## config.mk

```make
export PLATFORM = sky130hd
export DESIGN_NAME = mhdw_walk
export DESIGN_NICKNAME = d
export VERILOG_FILES = /design/src/rtl/mhdw_pkg.sv /design/src/rtl/mhdw_walk.sv
export SDC_FILE = /design/constraint.sdc
export NUM_CORES = 2
export LEC_CHECK = 0
export ABC_AREA = 1
export BUFFER_PORTS_ARGS = -buffer_cell sky130_fd_sc_hd__buf_2
export CAP_MARGIN = 30
export CORE_MARGIN = 5
export CORE_UTILIZATION = 45
export DETAILED_ROUTE_END_ITERATION = 16
export HOLD_SLACK_MARGIN = 0.12
export SLEW_MARGIN = 20
export SYNTH_ARGS = -nofsm -noshare
export SYNTH_HDL_FRONTEND = slang
export SYNTH_SLANG_ARGS = --single-unit
```

## constraint.sdc

```tcl
create_clock -name clk -period 9.1 [get_ports clk]
set_input_delay 0.455 -clock clk [delete_from_list [all_inputs] [get_ports clk]]
set_output_delay 0.455 -clock clk [all_outputs]
set_load 0.01 [all_outputs]
```

## src/rtl/mhdw_pkg.sv

```systemverilog
// ----------------------------------------------------------------------------
// mhdw_pkg
// Types and constants shared by the dependent memory walk block.
// ----------------------------------------------------------------------------
package mhdw_pkg;

	// Table geometry. Table and slot sizes are powers of two, so the slot
	// count is one too and a slot index is the low bits of a wider value.
	localparam int TABLE_BYTES = 65536;
	localparam int SLOT_BYTES  = 64;
	localparam int WALK_STEPS  = 64;

	localparam int TABLE_WORDS = TABLE_BYTES / 8;
	localparam int SLOT_COUNT  = TABLE_BYTES / SLOT_BYTES;
	localparam int WORD_W      = $clog2(TABLE_WORDS);
	localparam int SLOT_W      = $clog2(SLOT_COUNT);
	localparam int OFF_W       = $clog2(SLOT_BYTES);
	localparam int ADDR_W      = SLOT_W + OFF_W;
	localparam int OFF_MUL     = SLOT_BYTES - 8;

	// Field widths of the channels.
	localparam int LOAD_ADDR_W = 13;
	localparam int START_W     = 10;
	localparam int STEP_W      = 6;
	localparam int SLOT_OUT_W  = 10;

	// Mixing constants.
	localparam logic [31:0] MIX_MUL   = 32'h5bd1e995;
	localparam logic [63:0] NONCE_MUL = 64'h9e3779b97f4a7c15;
	localparam logic [63:0] FNV_MUL   = 64'h0000000001000193;
	localparam logic [63:0] STEP_MUL  = 64'h517cc1b727220a95;

	// Only the low slot bits of the slot update survive the modulo.
	localparam logic [SLOT_W-1:0] NONCE_LO = NONCE_MUL[SLOT_W-1:0];
	localparam logic [SLOT_W-1:0] FNV_LO   = FNV_MUL[SLOT_W-1:0];
	localparam logic [SLOT_W-1:0] STEP_LO  = STEP_MUL[SLOT_W-1:0];

	// Item commands.
	localparam logic CMD_LOAD = 1'b0;
	localparam logic CMD_WALK = 1'b1;

	typedef struct packed {
		logic                   cmd;
		logic [LOAD_ADDR_W-1:0] load_word_address;
		logic [63:0]            load_word;
		logic [63:0]            nonce;
		logic [START_W-1:0]     start_slot;
	} item_t;

	typedef struct packed {
		logic [STEP_W-1:0]     step_number;
		logic [SLOT_OUT_W-1:0] slot_index;
		logic [63:0]           merge_word;
		logic                  last;
	} result_t;

	typedef struct packed {
		logic              en;
		logic [WORD_W-1:0] addr;
		logic [63:0]       data;
	} wr_req_t;

	typedef struct packed {
		logic              en;
		logic [WORD_W-1:0] addr;
	} rd_req_t;

endpackage

```

## src/rtl/mhdw_walk.sv

```systemverilog
// ----------------------------------------------------------------------------
// mhdw_walk
// Item sequencer: table loads, step address generation, word assembly,
// mixing multiplies, slot update and the result register.
// ----------------------------------------------------------------------------
module mhdw_walk (
	input  logic              clk,
	input  logic              arst_n,
	input  logic              item_valid,
	output logic              item_ready,
	input  mhdw_pkg::item_t   item,
	output logic              result_valid,
	input  logic              result_ready,
	output mhdw_pkg::result_t result,
	output mhdw_pkg::wr_req_t wr,
	output mhdw_pkg::rd_req_t rd,
	input  logic [63:0]       rdata
);
	import mhdw_pkg::*;

	localparam logic [2:0] S_IDLE = 3'd0;
	localparam logic [2:0] S_RD0  = 3'd1;
	localparam logic [2:0] S_RD1  = 3'd2;
	localparam logic [2:0] S_MUL  = 3'd3;
	localparam logic [2:0] S_EMIT = 3'd4;

	logic [2:0]        state_q;
	logic [63:0]       prev_q;
	logic [SLOT_W-1:0] slot_q;
	logic [STEP_W-1:0] step_q;
	logic [SLOT_W-1:0] nmix_q;
	logic [WORD_W-1:0] word_q;
	logic [2:0]        byte_q;
	logic [63:0]       w0_q;
	logic [63:0]       p_lo_q;
	logic [31:0]       p_hi_q;
	logic              result_valid_q;
	result_t           result_q;

	logic                accept;
	logic                out_free;
	logic                emit;
	logic                last_step;
	logic [15:0]         ob;
	logic [16+OFF_W-1:0] off_prod;
	logic [ADDR_W-1:0]   byte_addr;
	logic [127:0]        pair;
	logic [63:0]         word;
	logic [63:0]         p_lo;
	logic [31:0]         p_hi;
	logic [63:0]         val;
	logic [SLOT_W-1:0]   mix_x;
	logic [SLOT_W-1:0]   next_slot;

	assign item_ready = (state_q == S_IDLE);
	assign accept     = item_valid && item_ready;
	assign out_free   = !result_valid_q || result_ready;
	assign emit       = (state_q == S_EMIT) && out_free;
	assign last_step  = (step_q == STEP_W'(WALK_STEPS - 1));

	// Byte offset inside the slot from bits 24 to 39 of the previous value.
	assign ob        = prev_q[39:24];
	assign off_prod  = (16 + OFF_W)'(ob) * (16 + OFF_W)'(OFF_MUL);
	assign byte_addr = {slot_q, off_prod[16+OFF_W-1:16]};

	// The offset keeps all eight bytes inside the slot, so the second word
	// is only used when the byte offset is nonzero.
	assign pair = {rdata, w0_q};
	assign word = 64'(pair >> {byte_q, 3'b000});

	// The 64 by 32 product is split into two 32 by 32 halves.
	assign p_lo = word[31:0] * MIX_MUL;
	assign p_hi = word[63:32] * MIX_MUL;
	assign val  = p_lo_q + {p_hi_q, 32'b0} + 64'd1;

	assign mix_x     = val[SLOT_W-1:0] ^ nmix_q;
	assign next_slot = mix_x * FNV_LO + SLOT_W'(step_q) * STEP_LO;

	always_comb begin
		wr.en   = accept && (item.cmd == CMD_LOAD)
			&& (32'(item.load_word_address) < TABLE_WORDS);
		wr.addr = WORD_W'(item.load_word_address);
		wr.data = item.load_word;
	end

	always_comb begin
		rd.en   = (state_q == S_RD0) || (state_q == S_RD1);
		rd.addr = (state_q == S_RD0) ? byte_addr[ADDR_W-1:3] : word_q + WORD_W'(1);
	end

	always_ff @(posedge clk or negedge arst_n) begin
		if (!arst_n) begin
			state_q        <= S_IDLE;
			prev_q         <= '0;
			slot_q         <= '0;
			step_q         <= '0;
			result_valid_q <= 1'b0;
		end else begin
			if (emit) begin
				result_valid_q <= 1'b1;
			end else if (result_ready) begin
				result_valid_q <= 1'b0;
			end
			unique case (state_q)
				S_IDLE: begin
					if (accept && item.cmd == CMD_WALK) begin
						prev_q  <= item.nonce;
						slot_q  <= SLOT_W'(item.start_slot);
						step_q  <= '0;
						state_q <= S_RD0;
					end
				end
				S_RD0: state_q <= S_RD1;
				S_RD1: state_q <= S_MUL;
				S_MUL: state_q <= S_EMIT;
				S_EMIT: begin
					if (out_free) begin
						prev_q  <= val;
						slot_q  <= next_slot;
						step_q  <= step_q + STEP_W'(1);
						state_q <= last_step ? S_IDLE : S_RD0;
					end
				end
				default: state_q <= S_IDLE;
			endcase
		end
	end

	always_ff @(posedge clk) begin
		if (accept) begin
			nmix_q <= item.nonce[SLOT_W-1:0] * NONCE_LO;
		end
		if (state_q == S_RD0) begin
			word_q <= byte_addr[ADDR_W-1:3];
			byte_q <= byte_addr[2:0];
		end
		if (state_q == S_RD1) begin
			w0_q <= rdata;
		end
		if (state_q == S_MUL) begin
			p_lo_q <= p_lo;
			p_hi_q <= p_hi;
		end
		if (emit) begin
			result_q.step_number <= step_q;
			result_q.slot_index  <= SLOT_OUT_W'(slot_q);
			result_q.merge_word  <= val;
			result_q.last        <= last_step;
		end
	end

	assign result_valid = result_valid_q;
	assign result       = result_q;

	// Table writes happen only between walks.
	a_write_idle: assert property (@(posedge clk) disable iff (!arst_n)
		wr.en |-> (state_q == S_IDLE))
		else $error("table write during a walk");

	// Reads are issued only by the two read states.
	a_read_states: assert property (@(posedge clk) disable iff (!arst_n)
		rd.en |-> (state_q == S_RD0 || state_q == S_RD1))
		else $error("table read outside the read states");

	// The final step of a walk returns the sequencer to idle.
	a_last_idle: assert property (@(posedge clk) disable iff (!arst_n)
		(emit && last_step) |=> (state_q == S_IDLE))
		else $error("walk did not end after its final step");

	// A flagged last result always carries the final step number.
	a_last_step: assert property (@(posedge clk) disable iff (!arst_n)
		(result_valid && result.last) |->
			(result.step_number == STEP_W'(WALK_STEPS - 1)))
		else $error("last flag on a step other than the final one");

	// An emitted step shows up in the result register.
	a_emit_valid: assert property (@(posedge clk) disable iff (!arst_n)
		emit |=> result_valid)
		else $error("emitted step not held in the result register");

endmodule

```

Word level (Yosys, flattened, before mapping). Index checks and enable logic that the tools add are counted.

Multiply operators: 6. Reductions and logical operators: 12. $add $sub $neg: 5. Bitwise gates (word level): 2. Shifts and indexed selects: 1. Multiplexer cells: 16. Equality and inequality tests: 7.

Operators by type and width (count): 128-bit by 6-bit right shift with 64-bit output (1); 40-bit 2-to-1 mux (2); 40-bit case mux with 2 select lines (1); 63-bit by 64-bit adder with 64-bit output (1); 64-bit by 1-bit adder with 64-bit output (second input constant) (1); 32-bit by 31-bit multiplier with 63-bit output (second input constant) (1); 32-bit by 31-bit multiplier with 32-bit output (second input constant) (1); 10-bit 2-to-1 mux (2); 10-bit case mux with 2 select lines (1); 16-bit by 3-bit multiplier with 19-bit output (second input constant) (1); 3-bit case mux with 5 select lines (1); 13-bit by 1-bit adder with 13-bit output (second input constant) (1); 13-bit 2-to-1 mux (1); 6-bit 2-to-1 mux (2); 6-bit case mux with 2 select lines (1); 10-bit adder (1); 10-bit by 5-bit multiplier with 10-bit output (second input constant) (1); 10-bit by 9-bit multiplier with 10-bit output (second input constant) (1); 6-bit by 10-bit multiplier with 10-bit output (second input constant) (1); 10-bit XOR (1); 6-bit by 1-bit adder with 6-bit output (second input constant) (1); 3-bit by 2-bit == test with 1-bit output (second input constant) (2); 6-bit == test (second input constant) (1); 3-bit 2-to-1 mux (2); 13 further kinds (20).

Register bits: 326. Input bits: 220.

Logic depth before layout (Yosys ltp).
Depth after elaboration: 7. Gate-level depth with buffers: 38. Gate-level depth less buffers: 36.

Least setup slack after synthesis. OpenSTA, ideal clock, no wires.

Path type: register to register. Start point: reg byte_q[0]. End point: reg p_lo_q[55] (data pin). Buffers on the path: 4. Data arrival time: 7829 ps. Cell stages (with the launch flop): 32. Data required time: 8840 ps. Period minus slack after synthesis: 8089 ps. Path slack: 1011 ps. Cell sequence: edfxtp_1 -> buf_4 -> buf_4 -> buf_2 -> buf_2 -> o21ai_0 -> o21ai_0 -> o21ai_0 -> fa_1 -> inv_1 -> fa_1 -> fa_1 -> inv_1 -> fa_1 -> fa_1 -> fa_1 -> fa_1 -> inv_1 -> fa_1 -> inv_1 -> ha_1 -> nand2_1 -> nor2_1 -> inv_1 -> nor4_1 -> nand3_1 -> nand3_1 -> nand2_1 -> nand2_1 -> nand3_1 -> nand2_1 -> xor2_1.

Cells in the longest elaborated chain, start to end: 2.

RTL lines: start: declaration (line mhdw_walk.sv:33) `logic [2:0] byte_q;`; start signal: assignment (line mhdw_walk.sv:135) `byte_q <= byte_addr[2:0];`; 128-bit by 6-bit right shift with 64-bit output (line mhdw_walk.sv:69) `assign word = 64'(pair >> {byte_q, 3'b000});`; 32-bit by 31-bit multiplier with 63-bit output (line mhdw_walk.sv:72) `assign p_lo = word[31:0] * MIX_MUL;`; via p_lo[55] (line mhdw_walk.sv:49) `logic [63:0] p_lo;`; end signal: assignment (line mhdw_walk.sv:141) `p_lo_q <= p_lo;`; end: declaration (line mhdw_walk.sv:35) `logic [63:0] p_lo_q;`.

The timed path passes the listed nets, and every way through them passes these cells. A chain may end at the register's enable or synchronous reset.

Final worst setup path. Same ends and word-level chain as after synthesis.

==> key figures <==
GRT
  • Initial antenna violation count: 2
  • Total GRT Usage: between 20% and 30%
  • Pin count of the biggest net entering global routing: about 110
  • GRT overflow: 0
  • Vias in the first global route: 36.0k
  • First-pass GRT wire length: approximately 210000 µm

Floorplan
  • Die W: around 330 µm
  • Die area: 111000 µm²
  • Initial Util: a little under half
  • Die height: around 330 µm
  • # rows: 118
  • IO Count: between 300 and 400
  • Core Region: 103000 µm²

Critical path
  • Crit path DAT: around 9.0 ns
  • WP data required: 9.50 ns
  • R2R cell count: 33
  • Slowest stage cell on the critical path: fa_1
  • Crit path max fanout: 30
  • R2r endpoint: p_lo_q[55]
  • CP startpoint kind: flip-flop
  • Worst Setup EP: p_lo_q[55]
  • R2R Setup Slk: roughly 0.47 ns
  • WS Path Type: reg2reg
  • Reg-to-reg startpoint: byte_q[0]
  • CP startpoint: byte_q[0]
  • CP max stage delay: about 0.60 ns
  • Crit end category: flip-flop

Synth
  • Main synth FF type: edfxtp_1
  • Post-synthesis cell type count: 57
  • Synth Area per Inst: around 9.1 µm²
  • Yosys warning count: 0
  • Synth Instances: ~5.2k
  • Synth Register Bits: between 300 and 400
  • Post-synth EDFFs: between 200 and 300
  • Post-Syn Area: between 40000 and 50000 µm²
  • Ys async rst share: between 10% and 20%
  • Seq/Total Area, Yosys: between 10% and 20%
  • Mapped Nets: between 6k and 7k

Clock network
  • H-tree depth: 2
  • Root Driver: clkbuf_16
  • Hold bufs inserted after CTS: 64
  • TritonCTS Buffers: 38
  • Worst-Skew Late Latency: between 0.5 and 0.6 ns
  • Reg clk slew, reported paths: 0.06 ns
  • Post CTS Setup Buffer Count: 0
  • Clk buf depth: 3
  • Clock sinks: ~300
  • CTS tree: done
  • CTS resizes: 0

STA
  • Slew Limit Fails: 0
  • RSZ-0062 raised after global routing: false
  • Final hold vios: 0
  • Final min period: around 8.6 ns
  • Least-Margin Pin Slew: 1.03 ns
  • Max Fclk: around 120 MHz
  • Final Skew: around 0.014 ns
  • Rel. slew slack: between 30% and 40%
  • Setup TNS: 0 ns
  • Final setup violation count: 0
  • Fin crit share: between 90% and 100%

Placed design
  • DP Wirelength: around 120000 µm
  • RePlAce Congestion: around 0.96
  • IO buf count: around 200

Drt
  • Routed Antenna Nets: 0
  • Iter 0 DRT Violations: 2131
  • Vias per std cell: roughly 5.1
  • First-pass DRT Iterations: 5
  • Drt drc: 0
  • Final wirelength: about 140000 µm
  • Vias post-DR: roughly 35k
  • DR WL/cell: around 20 µm

Status
  • Status: finished clean

Final layout
  • Filler cell count: around 9.8k
  • Final core occ: around 50%
  • Diode count: 0
  • Nets@finish: approximately 7.0k
  • Area Overhead vs Synth: 9.84%
  • Share of layout cells above drive strength 1: between 7 and 8%

Min path
  • HP Class: in2reg

Flow run
  • Maxcap violations: 0
[how the worst min path moves through the flow]
stage                     slack, ns  depth (start not counted)         end      start
after detailed placement       0.47                          0   word_q[7]  slot_q[4]
after global placement         0.46                          0  result[70]  slot_q[5]
final                          0.16                          1    w0_q[13]  rdata[13]
after floorplan                0.16                          0  prev_q[24]     arst_n
after CTS                      0.12                          1    w0_q[16]  rdata[16]
after global routing           0.14                          1    w0_q[13]  rdata[13]
[cell type report]
type | instances | area, µm² | share of cell area [%]
clock buffers | 47 | 1020 | 1.97
clock inverters | 21 | 308 | 0.597
inverters | 1301 | 4880 | 9.48
multi-input cells | 3406 | 32300 | 62.7
flip-flops and latches | 302 | 8890 | 17.3
well taps | 1380 | 1730 | 3.35
repair buffers | 362 | 2410 | 4.67
[layer usage]
| metal | track usage, % | wire (µm) |
|---|---|---|
| met1 | 33.0 | 59400 |
| met2 | 41.5 | 64200 |
| met3 | 3.59 | 7860 |
| met4 | 6.91 | 4550 |
| met5 | 0.851 | 149 |
[cells in the mapped netlist (26+ instances only)]
master | instances | share of area [%]
a21oi_1 | 180 | 1.9
a31oi_1 | 34 | 0.45
buf_4 | 80 | 1.3
clkbuf_1 | 30 | 0.24
dfrtp_1 | 36 | 1.9
edfxtp_1 | 266 | 17
fa_1 | 648 | 28
ha_1 | 724 | 19
inv_1 | 1298 | 10
nand2_1 | 738 | 5.9
nand3_1 | 157 | 1.7
nor2_1 | 269 | 2.2
nor3_1 | 27 | 0.29
o211ai_1 | 26 | 0.42
o21ai_0 | 236 | 2.5
xnor2_1 | 71 | 1.3
xor2_1 | 118 | 2.2
[critical path: cells and delay by family (launching register included)]
kind                     cells  cell delay [ns]
adder cells (fa/ha/maj)      9             4.38
buffers and inverters       10             1.81
AND/OR/NAND/NOR             11             1.44
flip-flops                   1             0.47
AO/OA/AOI/OAI                2             0.18
XOR/XNOR                     1             0.18
[registers in the layout (all words and copies together), names as in the netlist]
signal and cells:
slot_q 10, prev_q 16, result 81, p_hi_q 32, nmix_q 10, word_q 13
state_q 3, p_lo_q 63, step_q 6, byte_q 3, w0_q 64, result_valid 1
[cell families (layout without fill, tap and decap cells)]
family | count (synthesis) | count (layout) | share of synthesized area, %
AOI/OAI and AO/OA | 576 | 576 | 6.95
xor gates and xnor gates | 189 | 189 | 3.53
adders and majority gates | 1372 | 1372 | 47.0
buffers and inverters | 1447 | 1731 | 12.3
DFF | 302 | 302 | 19.0
muxes | 16 | 16 | 0.341
and+or+nand+nor | 1253 | 1253 | 11.0
[layout by cell type (no fill, tap or decap), types with 92 or more instances in the layout]
cell type,instances
buf_4,92
xor2_1,118
nor2_1,265
ha_1,724
buf_2,202
edfxtp_1,266
o21ai_0,208
inv_1,1296
nand2_1,738
a21oi_1,180
fa_1,648
nand3_1,157
[metrics by stage]
step / instances / hold WS, ns / area (µm²) / setup WS [ns]
after floorplan: 5155 / 0.159 / 46900 / 1.01
after global placement: 6684 / 0.457 / 49500 / 0.685
after detailed placement: 6685 / 0.469 / 49500 / 0.568
after CTS: 6817 / 0.120 / 51500 / 0.524
after global routing: 6819 / 0.139 / 51500 / 0.0675
final: 6819 / 0.160 / 51500 / 0.468
Power is not shown: default switching activity piles up to over one toggle a cycle in this logic, so the estimate is an artifact.
